--- src/rtl/fcma_pkg.sv ---
package fcma_pkg;

	localparam int unsigned TEMP_W  = 15;
	localparam int unsigned HUM_W   = 14;
	localparam int unsigned PRESS_W = 17;
	localparam int unsigned RAIN_W  = 12;

	localparam int unsigned WINDOW_DEF = 5;
	// quotient bits resolved per cycle in each divider lane while it steps
	localparam int unsigned DIV_STEPS  = 8;

	localparam int unsigned CFG_AW    = 3;
	localparam int unsigned CFG_DW    = 32;
	localparam int unsigned REG_IDX_W = 1;
	localparam logic [REG_IDX_W-1:0] REG_RAIN_THRESHOLD = '0;
	localparam logic [RAIN_W-1:0] RAIN_THR_RESET = 12'd2000;

	typedef struct packed {
		logic signed [TEMP_W-1:0] temperature_sample;
		logic [HUM_W-1:0]         humidity_sample;
		logic [PRESS_W-1:0]       pressure_sample;
		logic [RAIN_W-1:0]        rain_sample;
	} sample_t;

	typedef struct packed {
		logic signed [TEMP_W-1:0] temperature_mean;
		logic [HUM_W-1:0]         humidity_mean;
		logic [PRESS_W-1:0]       pressure_mean;
		logic [RAIN_W-1:0]        rain_mean;
		logic                     rain_flag;
	} result_t;

	typedef struct packed {
		logic load;
		logic step;
	} div_ctrl_t;

endpackage

--- src/rtl/fcma_cell.sv ---
module fcma_cell (
	input  logic              clk,
	input  logic              shift,
	input  fcma_pkg::sample_t d,
	output fcma_pkg::sample_t q
);
	import fcma_pkg::*;

	sample_t data_q;

	// one window slot; takes its left neighbor's word on every accepted sample
	always_ff @(posedge clk) begin
		if (shift) begin
			data_q <= d;
		end
	end

	assign q = data_q;

endmodule

--- src/rtl/fcma_div.sv ---
module fcma_div #(
	parameter int unsigned DW    = 21,
	parameter int unsigned CW    = 3,
	parameter int unsigned STEPS = fcma_pkg::DIV_STEPS,
	parameter int unsigned ITER  = 3
) (
	input  logic                 clk,
	input  fcma_pkg::div_ctrl_t  ctrl,
	input  logic [DW-1:0]        dividend,
	input  logic [CW-1:0]        divisor,
	output logic [DW-1:0]        quotient
);
	import fcma_pkg::*;

	localparam int unsigned PW = ITER * STEPS;

	logic [PW-1:0] num_q;
	logic [CW:0]   rem_q;
	logic [CW-1:0] den_q;
	logic [PW-1:0] num_d;
	logic [CW:0]   rem_d;

	// restoring division, STEPS quotient bits per cycle while ctrl.step is set; quotient fills num from the bottom
	always_comb begin
		logic [PW-1:0] num;
		logic [CW:0]   rem;
		num = num_q;
		rem = rem_q;
		for (int k = 0; k < int'(STEPS); k++) begin
			rem = {rem[CW-1:0], num[PW-1]};
			num = {num[PW-2:0], 1'b0};
			if (rem >= {1'b0, den_q}) begin
				rem    = rem - {1'b0, den_q};
				num[0] = 1'b1;
			end
		end
		num_d = num;
		rem_d = rem;
	end

	always_ff @(posedge clk) begin
		if (ctrl.load) begin
			num_q <= PW'(dividend);
			rem_q <= '0;
			den_q <= divisor;
		end else if (ctrl.step) begin
			num_q <= num_d;
			rem_q <= rem_d;
		end
	end

	assign quotient = num_q[DW-1:0];

endmodule

--- src/rtl/four_channel_moving_average_unit.sv ---
// Flow: after its sample word is accepted, a result word passes the load state,
// the divide state and the done state, and is written once the output is free.
// The block takes no new sample word while the divider lanes, which resolve
// 8 quotient bits per cycle, are busy; the next word is taken as a result is written.
// Reset (arst_n low): running sums, fill count, control and output valid clear,
// rain_threshold returns to 2000; window cells are not cleared.
module four_channel_moving_average_unit #(
	parameter int unsigned WINDOW = fcma_pkg::WINDOW_DEF
) (
	input  logic                          clk,
	input  logic                          arst_n,
	input  logic                          sample_valid,
	output logic                          sample_ready,
	input  fcma_pkg::sample_t             sample,
	output logic                          mean_valid,
	input  logic                          mean_ready,
	output fcma_pkg::result_t             mean,
	input  logic                          psel,
	input  logic                          penable,
	input  logic                          pwrite,
	input  logic [fcma_pkg::CFG_AW-1:0]   paddr,
	input  logic [fcma_pkg::CFG_DW-1:0]   pwdata,
	output logic [fcma_pkg::CFG_DW-1:0]   prdata,
	output logic                          pready
);
	import fcma_pkg::*;

	localparam int unsigned CW   = $clog2(WINDOW + 1);
	localparam int unsigned TS_W = TEMP_W + CW;
	localparam int unsigned HS_W = HUM_W + CW;
	localparam int unsigned PS_W = PRESS_W + CW;
	localparam int unsigned RS_W = RAIN_W + CW;
	localparam int unsigned M1   = (TS_W > HS_W) ? TS_W : HS_W;
	localparam int unsigned M2   = (PS_W > RS_W) ? PS_W : RS_W;
	localparam int unsigned MAX_DW = (M1 > M2) ? M1 : M2;
	localparam int unsigned ITER = (MAX_DW + DIV_STEPS - 1) / DIV_STEPS;
	localparam int unsigned IW   = (ITER > 1) ? $clog2(ITER) : 1;

	typedef enum logic [1:0] {S_IDLE, S_LOAD, S_DIV, S_DONE} state_t;

	state_t           state_q;
	logic [IW-1:0]    cnt_q;
	logic             neg_q;
	logic             mean_valid_q;
	result_t          mean_q;
	logic [RAIN_W-1:0] thr_q;

	logic [CW-1:0]         fill_q;
	logic signed [TS_W-1:0] ts_q;
	logic [HS_W-1:0]       hs_q;
	logic [PS_W-1:0]       ps_q;
	logic [RS_W-1:0]       rs_q;

	sample_t chain [WINDOW+1];
	sample_t oldest;
	logic    accept, full, out_free, cfg_wr;
	div_ctrl_t ctrl;

	logic [TS_W-1:0] t_mag, t_quo;
	logic [HS_W-1:0] h_quo;
	logic [PS_W-1:0] p_quo;
	logic [RS_W-1:0] r_quo;
	result_t         res;

	// window as a shift chain: newest sample enters cell 0, oldest leaves the last cell
	assign chain[0] = sample;
	for (genvar i = 0; i < int'(WINDOW); i++) begin : g_cell
		fcma_cell u_cell (
			.clk   (clk),
			.shift (accept),
			.d     (chain[i]),
			.q     (chain[i+1])
		);
	end
	assign oldest = chain[WINDOW];

	assign out_free     = !mean_valid_q || mean_ready;
	assign sample_ready = (state_q == S_IDLE) || ((state_q == S_DONE) && out_free);
	assign accept       = sample_valid && sample_ready;
	assign full         = (fill_q == CW'(WINDOW));

	// running sums: add the new word, drop the one falling off the end once full
	always_ff @(posedge clk or negedge arst_n) begin
		if (!arst_n) begin
			fill_q <= '0;
			ts_q   <= '0;
			hs_q   <= '0;
			ps_q   <= '0;
			rs_q   <= '0;
		end else if (accept) begin
			if (!full) begin
				fill_q <= fill_q + 1'b1;
			end
			ts_q <= ts_q + TS_W'($signed(sample.temperature_sample))
				- (full ? TS_W'($signed(oldest.temperature_sample)) : TS_W'(0));
			hs_q <= hs_q + HS_W'(sample.humidity_sample)
				- (full ? HS_W'(oldest.humidity_sample) : HS_W'(0));
			ps_q <= ps_q + PS_W'(sample.pressure_sample)
				- (full ? PS_W'(oldest.pressure_sample) : PS_W'(0));
			rs_q <= rs_q + RS_W'(sample.rain_sample)
				- (full ? RS_W'(oldest.rain_sample) : RS_W'(0));
		end
	end

	assign t_mag = ts_q[TS_W-1] ? (~ts_q + 1'b1) : ts_q;

	assign ctrl.load = (state_q == S_LOAD);
	assign ctrl.step = (state_q == S_DIV);

	fcma_div #(.DW(TS_W), .CW(CW), .STEPS(DIV_STEPS), .ITER(ITER)) u_div_t (
		.clk(clk), .ctrl(ctrl), .dividend(t_mag), .divisor(fill_q), .quotient(t_quo)
	);
	fcma_div #(.DW(HS_W), .CW(CW), .STEPS(DIV_STEPS), .ITER(ITER)) u_div_h (
		.clk(clk), .ctrl(ctrl), .dividend(hs_q), .divisor(fill_q), .quotient(h_quo)
	);
	fcma_div #(.DW(PS_W), .CW(CW), .STEPS(DIV_STEPS), .ITER(ITER)) u_div_p (
		.clk(clk), .ctrl(ctrl), .dividend(ps_q), .divisor(fill_q), .quotient(p_quo)
	);
	fcma_div #(.DW(RS_W), .CW(CW), .STEPS(DIV_STEPS), .ITER(ITER)) u_div_r (
		.clk(clk), .ctrl(ctrl), .dividend(rs_q), .divisor(fill_q), .quotient(r_quo)
	);

	// truncation toward zero: divide the magnitude, then restore the sign
	always_comb begin
		res.temperature_mean = neg_q ? (~t_quo[TEMP_W-1:0] + 1'b1) : t_quo[TEMP_W-1:0];
		res.humidity_mean    = h_quo[HUM_W-1:0];
		res.pressure_mean    = p_quo[PRESS_W-1:0];
		res.rain_mean        = r_quo[RAIN_W-1:0];
		res.rain_flag        = (r_quo[RAIN_W-1:0] < thr_q);
	end

	always_ff @(posedge clk or negedge arst_n) begin
		if (!arst_n) begin
			state_q      <= S_IDLE;
			cnt_q        <= '0;
			neg_q        <= 1'b0;
			mean_valid_q <= 1'b0;
			mean_q       <= '0;
		end else begin
			if (mean_valid_q && mean_ready) begin
				mean_valid_q <= 1'b0;
			end
			unique case (state_q)
				S_IDLE: begin
					if (accept) begin
						state_q <= S_LOAD;
					end
				end
				S_LOAD: begin
					neg_q   <= ts_q[TS_W-1];
					cnt_q   <= '0;
					state_q <= S_DIV;
				end
				S_DIV: begin
					cnt_q <= cnt_q + 1'b1;
					if (cnt_q == IW'(ITER - 1)) begin
						state_q <= S_DONE;
					end
				end
				S_DONE: begin
					if (out_free) begin
						mean_valid_q <= 1'b1;
						mean_q       <= res;
						state_q      <= accept ? S_LOAD : S_IDLE;
					end
				end
				default: state_q <= S_IDLE;
			endcase
		end
	end

	assign mean_valid = mean_valid_q;
	assign mean       = mean_q;

	// register file: one word at byte address 0
	assign pready = 1'b1;
	assign cfg_wr = psel && penable && pwrite
		&& (paddr[CFG_AW-1:2] == REG_RAIN_THRESHOLD);

	always_ff @(posedge clk or negedge arst_n) begin
		if (!arst_n) begin
			thr_q <= RAIN_THR_RESET;
		end else if (cfg_wr) begin
			thr_q <= pwdata[RAIN_W-1:0];
		end
	end

	assign prdata = (paddr[CFG_AW-1:2] == REG_RAIN_THRESHOLD) ? CFG_DW'(thr_q) : '0;

endmodule

--- config.mk ---
export PLATFORM = sky130hd
export DESIGN_NAME = four_channel_moving_average_unit
export DESIGN_NICKNAME = d
export VERILOG_FILES = /design/src/rtl/fcma_pkg.sv /design/src/rtl/fcma_cell.sv /design/src/rtl/fcma_div.sv /design/src/rtl/four_channel_moving_average_unit.sv
export SDC_FILE = /design/constraint.sdc
export NUM_CORES = 1
export LEC_CHECK = 0
export BUFFER_PORTS_ARGS = -buffer_cell sky130_fd_sc_hd__buf_2
export CAP_MARGIN = 20
export CELL_PAD_IN_SITES_DETAIL_PLACEMENT = 0
export CELL_PAD_IN_SITES_GLOBAL_PLACEMENT = 1
export CORE_UTILIZATION = 54
export DETAILED_ROUTE_END_ITERATION = 10
export GPL_TIMING_DRIVEN = 0
export PLACE_DENSITY_LB_ADDON = 0.05
export SKIP_LAST_GASP = 1
export SLEW_MARGIN = 10
export SYNTH_ARGS = -nofsm -noshare
export SYNTH_HDL_FRONTEND = slang
export SYNTH_HIERARCHICAL = 1
export SYNTH_SLANG_ARGS = --single-unit
--- constraint.sdc ---
create_clock -name clk -period 20.8 [get_ports clk]
set_input_delay 2.08 -clock clk [delete_from_list [all_inputs] [get_ports clk]]
set_output_delay 2.08 -clock clk [all_outputs]
set_load 0.02 [all_outputs]
### After elaboration in Yosys (flattened, before gate mapping)

Cells that the tools add are included.
Widths: inputs -> output; s select.

| word-level totals | value |
|---|---|
| flip-flop bits (word level) | 551 |
| input bits | 100 |
| output and inout port bits | 94 |
| word-level logic and storage cells | 239 |

| operators by class | value |
|---|---|
| add/subtract/negate cells | 44 |
| $lt $le $gt $ge | 33 |
| equality and inequality tests | 8 |
| mux-type cells | 88 |
| bitwise gates (word level) | 4 |
| reduce and logical (&&, ||, !) cells | 14 |

Operator list:

| cell | number |
|---|---|
| $ge 4x3->1 | 32 |
| $mux 3 | 32 |
| $sub 3x3->3 | 32 |
| $mux 18 | 4 |
| $mux 17 | 3 |
| $mux 15 | 3 |
| $mux 20 | 2 |
| $mux 1 | 36 |
| $mux 12 | 2 |
| $add 20x17->20 | 1 |
| $sub 20x17->20 | 1 |
| $add 18x1->18 const B | 1 |
| $add 18x15->18 | 1 |
| $not 18->18 | 1 |
| $sub 18x18->18 | 1 |
| $add 17x14->17 | 1 |
| $sub 17x14->17 | 1 |
| $add 15x1->15 const B | 1 |
| $add 15x12->15 | 1 |
| $not 15->15 | 1 |
| $sub 15x12->15 | 1 |
| $mux 14 | 1 |
| $lt 12x12->1 | 1 |
| $pmux 2 s4 | 1 |
| other kinds (17) | 30 |

### Logic depth before layout (Yosys ltp)

| depth | value |
|---|---|
| depth in word-level cells | 18 |
| gate-level depth with buffers | 62 |
| depth with buffers taken out | 61 |

### By module

The synthesis kept the hierarchy.

Modules (own cells, without submodules):

| module | times used | cells each | area each (sq um) | sequential area each (sq um) |
|---|---|---|---|---|
| four_channel_moving_average_unit | 1 | 1,464 | 12,152.9 | 3,761.1 |
| fcma_cell | 5 | 58 | 1,741.7 | 1,741.7 |
| fcma_div at u_div_p | 1 | 248 | 2,627.5 | 830.8 |
| fcma_div at u_div_t | 1 | 253 | 2,598.7 | 810.8 |
| fcma_div at u_div_h | 1 | 254 | 2,587.5 | 800.8 |
| fcma_div at u_div_r | 1 | 256 | 2,543.7 | 780.7 |

### Worst setup path before layout

No wires, ideal clock.

| timing | value |
|---|---|
| path kind | input-to-reg |
| from | in mean_ready |
| to | reg hs_q[2] |
| library setup time | 0.514 ns |
| arrival time | 11.344 ns |
| required time | 20.286 ns |
| setup slack | 8.942 ns |
| cell stages on the path | 8 |
| buffers on the path | 2 |
| cell sequence | nand2b_1 nand2_1 nand2b_1 nand2_1 inv_1 clkbuf_1 clkbuf_1 o21ai_0 |

| on the way | value |
|---|---|
| longest elaborated chain between the ends | 4 |

RTL lines:

| what | line | source |
|---|---|---|
| start: declaration | four_channel_moving_average_unit.sv:16 | `input logic mean_ready,` |
| $logic_or 1x1->1 | four_channel_moving_average_unit.sv:77 | `assign out_free = !mean_valid_q \|\| mean_ready;` |
| $logic_and 1x1->1 | four_channel_moving_average_unit.sv:78 | `assign sample_ready = (state_q == S_IDLE) \|\| ((state_q == S_DONE) && out_free);` |
| $logic_or 1x1->1 | four_channel_moving_average_unit.sv:78 |  |
| named net sample_ready | four_channel_moving_average_unit.sv:13 | `output logic sample_ready,` |
| $logic_and 1x1->1 | four_channel_moving_average_unit.sv:79 | `assign accept = sample_valid && sample_ready;` |
| named net accept | four_channel_moving_average_unit.sv:56 | `logic accept, full, out_free, cfg_wr;` |
| end signal: assignment | four_channel_moving_average_unit.sv:96 | `hs_q <= hs_q + HS_W'(sample.humidity_sample)` |
| end: declaration | four_channel_moving_average_unit.sv:50 | `logic [HS_W-1:0] hs_q;` |

The timed path passes the listed nets, and every way through them passes these cells.
A chain may end at the register's enable or synchronous reset.

### Worst setup path after layout

| timing | value |
|---|---|
| from | reg u_div_h.den_q[1] |
| to | reg u_div_h.rem_q[0] |

| on the way | value |
|---|---|
| longest elaborated chain between the ends | 16 |
| elaborated cells between the ends (all ways) | 23 |
| classes of those cells | add/sub (7); order compare (8); mux (8) |

RTL lines:

| what | line | source |
|---|---|---|
| start: declaration | fcma_div.sv:19 | `logic [CW-1:0] den_q;` |
| start signal: assignment | fcma_div.sv:45 | `den_q <= divisor;` |
| $ge 4x3->1 or $sub 3x3->3 (tied branches) | fcma_div.sv:32, fcma_div.sv:33 |  |
| $mux 3 | fcma_div.sv:32 | `if (rem >= {1'b0, den_q}) begin` |
| $ge 4x3->1 or $sub 3x3->3 (tied branches) | fcma_div.sv:32, fcma_div.sv:33 |  |
| $mux 3 | fcma_div.sv:32 |  |
| $ge 4x3->1 or $sub 3x3->3 (tied branches) | fcma_div.sv:32, fcma_div.sv:33 |  |
| $mux 3 | fcma_div.sv:32 |  |
| $ge 4x3->1 or $sub 3x3->3 (tied branches) | fcma_div.sv:32, fcma_div.sv:33 |  |
| $mux 3 | fcma_div.sv:32 |  |
| $ge 4x3->1 or $sub 3x3->3 (tied branches) | fcma_div.sv:32, fcma_div.sv:33 |  |
| $mux 3 | fcma_div.sv:32 |  |
| $ge 4x3->1 or $sub 3x3->3 (tied branches) | fcma_div.sv:32, fcma_div.sv:33 |  |
| $mux 3 | fcma_div.sv:32 |  |
| $ge 4x3->1 or $sub 3x3->3 (tied branches) | fcma_div.sv:32, fcma_div.sv:33 |  |
| $mux 3 | fcma_div.sv:32 |  |
| $ge 4x3->1 * | fcma_div.sv:32 |  |
| $mux 3 * | fcma_div.sv:32 |  |
| end signal: assignment | fcma_div.sv:48 | `rem_q <= rem_d;` |
| end: declaration | fcma_div.sv:18 | `logic [CW:0] rem_q;` |

Every way passes the cells marked *; elsewhere a longest branch is shown, timed or not.

==> results.json <==
{
  "dr.first_iter.drc_count": 1103,
  "cts-root-buf": "sky130_fd_sc_hd__clkbuf_16",
  "hold_path_class": "reg2reg",
  "postSynthCellCount": 2753,
  "timing_worst_setup_path_type": "reg2reg",
  "rows": 87,
  "hold-worst-slack_ns": 0.411,
  "cp_top_family": "compound AO/OA/AOI/OAI gates",
  "cts_post_setup_buffers_inserted": 0,
  "via_count_of_the_first_global_routing_pass": 20700,
  "yosys_synthesis_warning_count": 6,
  "actual_transition_at_the_worst_max_transition_pin_ns": 1.05,
  "maxSlewHeadroom": 0.302,
  "worst-path-max-fanout": 10,
  "drc": 0,
  "floorplan.io_pins": 194,
  "tritoncts": "yes",
  "grt_antenna_before_repair": 1,
  "timing.critical_path.slowest_stage_cell": "sky130_fd_sc_hd__edfxtp_1",
  "worstSetupEndpointType": "flop",
  "regToRegEndpoint": "u_div_h/rem_q[0]",
  "place.port_buffers": 150,
  "arrival_ns": 14.23,
  "numClockSinks": 560,
  "cts.repair.resized": 0,
  "setup_viol": 0,
  "numCtsBuffers": 58,
  "htree_num_levels": 2,
  "grt_start_max_net_pins": 82,
  "floorplan.initialDensity": 0.549,
  "worstSetupStartpointType": "flop",
  "worstHoldStart": "g_cell[2].u_cell/q[0]",
  "crit_required_ns": 21.34,
  "die_x_um": 242,
  "syn_avg_cell_area_um2": 11.3,
  "maxCapViolations": 0,
  "worst-r2r-setup-slack_ns": 7.11,
  "design.die.area_um2": 58600,
  "detail-route-antenna-nets": 0,
  "globalRouteOverflowTotal": 0,
  "clock-skew-final_ns": 0.0217,
  "min_delay_path_depth": 0,
  "first_pass_grt_wire_length_um": 111000,
  "tns_ns": 0,
  "max_freq_mhz": 73.1,
  "mostFrequentLayoutCells": "sky130_fd_sc_hd__edfxtp_1, sky130_fd_sc_hd__inv_1, sky130_fd_sc_hd__nand2_1",
  "syn2layout_area_growth_pct": 12.5,
  "max-clock-path-buffers": 3,
  "clkTransAtPathRegs_ns": 0.06,
  "path_buf_inv": 9,
  "avgRoutedWirePerCell_um": 18.1,
  "hold_path_end": "g_cell[3].u_cell/q[0]",
  "finalWeightedCongestion": 0.878,
  "layout.cells.most_common": "sky130_fd_sc_hd__edfxtp_1",
  "finalHoldViolations": 0,
  "synthesis.area_um2": 31100,
  "wire_length_after_detailed_routing_um": 68600,
  "cts_hold_buf": 0,
  "detailed_place.area_um2": 33100,
  "post-route-cell-area_um2": 35000,
  "r2r_cells": 55,
  "groute.usage.overall": 0.238,
  "dr.pass1.iters": 5,
  "r2r-start": "u_div_h/den_q[1]",
  "timing.final.crit_period_ns": 13.69,
  "finalCritPeriodShare": 0.658,
  "die_height_um": 242,
  "route.vias.total": 20400,
  "worst_skew_pair.late_latency_ns": 0.64,
  "timing_max_transition_violations_final": 0,
  "placeable_core_region_um2": 56700,
  "half_perimeter_wire_length_of_the_detailed_placement_result_um": 51500,
  "worst_path_largest_cell_delay_ns": 0.70,
  "nNetsFinal": 3369,
  "drive_above_1_share": 0.161,
  "status": "finished, final reports clean",
  "vias_per_cell": 5.38,
  "setup_repair_after_global_routing_missed_its_margin": "false"
}
[how the worst max path moves through the flow]
stage	startpoint	endpoint	slack [ns]	cells after the start
4_1_cts	u_div_h/den_q[1]	u_div_h/rem_q[0]	7.16	55
3_5_place_dp	u_div_h/den_q[1]	u_div_h/rem_q[0]	7.19	55
5_1_grt	u_div_t/den_q[1]	u_div_t/rem_q[0]	6.10	57
6_report	u_div_h/den_q[1]	u_div_h/rem_q[0]	7.11	55
2_1_floorplan	mean_ready	hs_q[2]	8.94	8
3_3_place_gp	mean_ready	ts_q[2]	4.86	9
[registers in the layout, indices dropped and copies added (netlist names), 12 cells and up]
signal / count
g_cell.u_cell/q: 290
ts_q: 18
thr_q: 12
u_div_t/num_q: 24
u_div_r/num_q: 24
u_div_h/num_q: 24
hs_q: 17
mean: 59
ps_q: 20
u_div_p/num_q: 24
rs_q: 15
[layer usage]
| metal | up-vias | wire length (µm) | GRT usage |
|---|---|---|---|
| li1 | 9876 | - | - |
| met1 | 10000 | 32300 | 0.336 |
| met2 | 417 | 32400 | 0.392 |
| met3 | 91 | 2570 | 0.0298 |
| met4 | 0 | 1310 | 0.0583 |
| met5 | - | 0 | 0 |
[area by class of cell]
type                    instances  area [µm²]
flip-flops and latches        560       15700
clock buffers                  71        1590
multi-input cells            1681       13200
inverters                     375        1410
diodes                          2        5.00
fillers                      4714       21700
clock inverters                38         355
well taps                     756         946
repair buffers                157         933
plain buffers                 156         950
[through the flow]
stage          setup WS (ns)  utilization  std cells
2_1_floorplan           8.94            -       2772
5_1_grt                 6.10        0.618       3795
6_report                7.11        0.618       3796
4_1_cts                 7.16        0.618       3794
3_5_place_dp            7.19        0.583       3685
3_3_place_gp            4.86        0.580       3678
[worst reg2reg max path: cells and delay by family, from the launching register on]
kind	cells	cell delay, ns
AO/OA/AOI/OAI	27	6.66
adder cells (fa/ha/maj)	8	3.04
buffers and inverters	9	1.24
multiplexers	3	1.08
AND/OR/NAND/NOR	8	0.90
flip-flops	1	0.70
Power is left out: the tool's default activity adds up to more than one toggle a clock period on the data nets, which glitch-free logic cannot reach.
